$ cat src/hdl/tccw_pkg.sv
package tccw_pkg;

    // Fixed field widths of the stream words
    localparam int MODE_W   = 2;
    localparam int CHAR_W   = 8;
    localparam int ADDR_W   = 11;
    localparam int CURSOR_W = 11;
    localparam int CELL_W   = 16;
    localparam int ATTR_W   = 8;

    // Width of the shared index unit operands (covers the address field)
    localparam int IDX_W = 13;

    // Operation modes
    localparam logic [MODE_W-1:0] MODE_PUT   = 2'd0;
    localparam logic [MODE_W-1:0] MODE_READ  = 2'd1;
    localparam logic [MODE_W-1:0] MODE_CLEAR = 2'd2;

    // Control characters
    localparam logic [CHAR_W-1:0] CHAR_BS  = 8'd8;
    localparam logic [CHAR_W-1:0] CHAR_TAB = 8'd9;
    localparam logic [CHAR_W-1:0] CHAR_LF  = 8'd10;
    localparam logic [CHAR_W-1:0] CHAR_CR  = 8'd13;

    localparam logic [CHAR_W-1:0] BLANK_GLYPH = 8'h20;
    localparam logic [ATTR_W-1:0] RESET_ATTR  = 8'd27;
    localparam int                TAB_STEP    = 8;

    // Request to the shared index unit
    typedef struct packed {
        logic [IDX_W-1:0] base;
        logic             add_row;
    } step_req_t;

    // Answer from the shared index unit
    typedef struct packed {
        logic [IDX_W-1:0] sum;
        logic [IDX_W-1:0] nxt;
        logic             in_range;
        logic             last;
    } step_rsp_t;

endpackage

$ cat src/hdl/tccw_step_unit.sv
module tccw_step_unit #(
    parameter int CELLS   = 2000,
    parameter int COLUMNS = 80
) (
    input  tccw_pkg::step_req_t req,
    output tccw_pkg::step_rsp_t rsp
);

    localparam int IW = tccw_pkg::IDX_W;

    logic [IW-1:0] offset;

    // Offset by one row when asked, step by one, check against the screen size
    always_comb begin
        offset       = req.add_row ? IW'(COLUMNS) : '0;
        rsp.sum      = req.base + offset;
        rsp.nxt      = req.base + IW'(1);
        rsp.in_range = (rsp.sum < IW'(CELLS));
        rsp.last     = (req.base == IW'(CELLS - 1));
    end

endmodule

$ cat config.mk
export PLATFORM = sky130hd
export DESIGN_NAME = tccw_step_unit
export DESIGN_NICKNAME = d
export VERILOG_FILES = /design/src/hdl/tccw_pkg.sv /design/src/hdl/tccw_step_unit.sv
export SDC_FILE = /design/constraint.sdc
export NUM_CORES = 1
export LEC_CHECK = 0
export BUFFER_PORTS_ARGS = -buffer_cell sky130_fd_sc_hd__buf_2
export CAP_MARGIN = 20
export CORE_AREA = 2 2 39 41
export DETAILED_ROUTE_END_ITERATION = 10
export DIE_AREA = 0 0 41 43
export PLACE_DENSITY_LB_ADDON = 0.05
export SYNTH_ARGS = -nofsm -noshare
export SYNTH_HDL_FRONTEND = slang
export SYNTH_SLANG_ARGS = --single-unit
export TNS_END_PERCENT = 50
$ cat constraint.sdc
create_clock -name vclk -period 1.5
set_clock_uncertainty 0.15 [all_clocks]
set_input_delay 0.225 -clock vclk [all_inputs]
set_output_delay 0.225 -clock vclk [all_outputs]
set_load 0.005 [all_outputs]
==> impl_metrics.ini <==
[die]
pin_count = 42
die_height_um = 43
num_rows = 14
start_util_pct = 31.1
core_um2 = 1380
dieArea_um2 = 1760
die_w_um = 41

[sta]
fin_setup_tns_ns = -1.27
finalCritPeriodShare_pct = 118
rsz0062_at_grt = true
drv_slew = 0
relSlewSlack_pct = 82.1
hold_viol = 0
layout_min_cycle_time_ns = 1.78
fmax_mhz = 563
setup_viol = 12
tightestPinTransition_ns = 0.266
layout_setup_ws_ns = -0.275

[synth]
synth_cell_types = 21
syn_nets = 73
synth_warnings = 0
ys_seq_area_share_pct = 0
mappedNetlistArea_um2 = 430
syn-mean-instance-area_um2 = 7.83
syn_inst = 55

[route]
initialDrtViolationCount = 5
dr.pass1.iters = 2
vias = 611
wl_per_cell_um = 11.3
drc_errors = 0
drt.antenna.violating_nets = 0
via_per_inst = 4.70
wl_mm = 1.47

[min_path]
hold_end = rsp[18]
hold_path.startpoint = req[4]
hold_path_class = input pin to output port
whs_path_depth = 2

[power_and_ir_drop]
switching_power_uw = 114
p_sw_share_pct = 41.7
cellPowerDensity_nw_per_um2 = 289
peakVddDrop_v = 0.000182
clkPwrFrac_pct = 0
seqPwrFrac_pct = 0
p_total_uw = 275
p_int_uw = 160
p_leak_nw = 0.496
p_comb_share_pct = 100.0

[place]
dp_hpwl_mm = 1.15
io_buffers = 42
place_ws_ns = -0.358
placed_area_um2 = 820
place_congestion = 0.682

[critical_path]
cp_data_arrival_time_ns = 1.40
endpoint_kind = output port
crit_slowest_cell = a311oi_2
critPathKind = input pin to output port
cp_cell_sequence = buf_8 -> ha_4 -> ha_4 -> a21oi_4 -> nor3b_2 -> xor2_1 -> a311oi_2 -> buf_2
crit_path_start_kind = input pin
slowest_delay_ns = 0.19
cp.required_ns = 1.12
worst-path-max-fanout = 3
cp_top_family = adder cells
crit_top_cell = ha_4
crit_buf_inv = 2

[grt]
grt_max_degree = 7
grt_pass1_vias = 510
track_usage_pct = 16.5
grt_pass1_wl_mm = 2.14
antenna_found_initial = 0
grt_overflow = 0

[cells_and_area]
final_common_cell = buf_2
drive_gt1_share_pct = 69.3
mostFrequentLayoutCells = buf_2 (36), buf_4 (20), xor2_1 (10)
fin_nets = 134
diodes = 0
seq_area_um2 = 0
area_delta_synth_final_pct = 121
n_clock_buffer = 0
fin_area_um2 = 951
seq_cells = 0

[run_status]
violations = negative setup slack
status = complete, but fails checks

[run]
cap_violations = 0
==> what timing repair did <==
item	CTS	global route
hold buffers	0	0
resized for setup	20	1
setup endpoints to repair	16	14
setup buffers	4	1
pin swaps	16	0
==> final cells by class <==
class / count / area, um^2
repair buffers: 64 / 435
inverters: 2 / 7.51
well taps: 16 / 20.0
multi-input cells: 48 / 488
fillers: 122 / 433
==> worst max path at each step <==
stage | startpoint | slack, ns | to | cells after the start
final | req[0] | -0.28 | rsp[1] | 8
after global routing | req[0] | -0.30 | rsp[1] | 8
after CTS | req[7] | -0.27 | rsp[1] | 7
after detailed placement | req[0] | -0.36 | rsp[1] | 7
after global placement | req[0] | -0.33 | rsp[1] | 7
after floorplan | req[0] | -0.02 | rsp[1] | 5
==> cell usage after synthesis <==
cell	instances	area (um^2)
a21oi_2	1	8.76
a311oi_1	1	8.76
a31oi_2	1	12.5
and2b_1	1	7.51
and3_4	1	11.3
and4_1	3	26.3
buf_2	1	5.00
buf_4	4	30.0
ha_1	4	50.1
inv_1	2	7.51
nand2_1	3	11.3
nand2b_1	1	6.26
nand3_1	4	20.0
nand4_1	1	6.26
nand4_2	1	12.5
nor2_1	5	18.8
nor3b_2	1	12.5
nor4_1	1	6.26
o2111a_1	1	11.3
xnor2_1	8	70.1
xor2_1	10	87.6
==> cell families (layout without fill, tap and decap cells) <==
family	after synthesis	in the layout	synth area share [%]
xor gates and xnor gates	18	18	36.6
AOI/OAI and AO/OA	4	4	9.59
adders and majority gates	4	4	11.6
and+or+nand+nor	22	22	32.3
buffers and inverters	7	66	9.88
==> stage by stage <==
| stage | util (%) | cells | hold WS (ns) |
|---|---|---|---|
| 2_1_floorplan | - | 55 | 0.327 |
| 3_3_place_gp | 59.2 | 125 | 0.528 |
| 5_1_grt | 68.7 | 130 | 0.549 |
| 4_1_cts | 67.6 | 129 | 0.535 |
| 3_5_place_dp | 59.2 | 125 | 0.529 |
| 6_report | 68.7 | 130 | 0.533 |
==> power by group through the flow <==
stage | clock network, mW | logic (mW) | registers (mW)
detailed placement | 0 | 0.234 | 0
floorplan | 0 | 0.107 | 0
global placement | 0 | 0.232 | 0
global route | 0 | 0.299 | 0
CTS | 0 | 0.270 | 0
finish | 0 | 0.275 | 0
==> routing by layer <==
metal  vias up  track usage [%]  share of wire (%)
met5         -                0                  0
met4         0                0                  0
met3         0                0                6.3
met2        25             29.1                 51
met1       276             22.8                 43
li1        310                -                  -
Note: power is estimated with default switching activity, not from simulation.
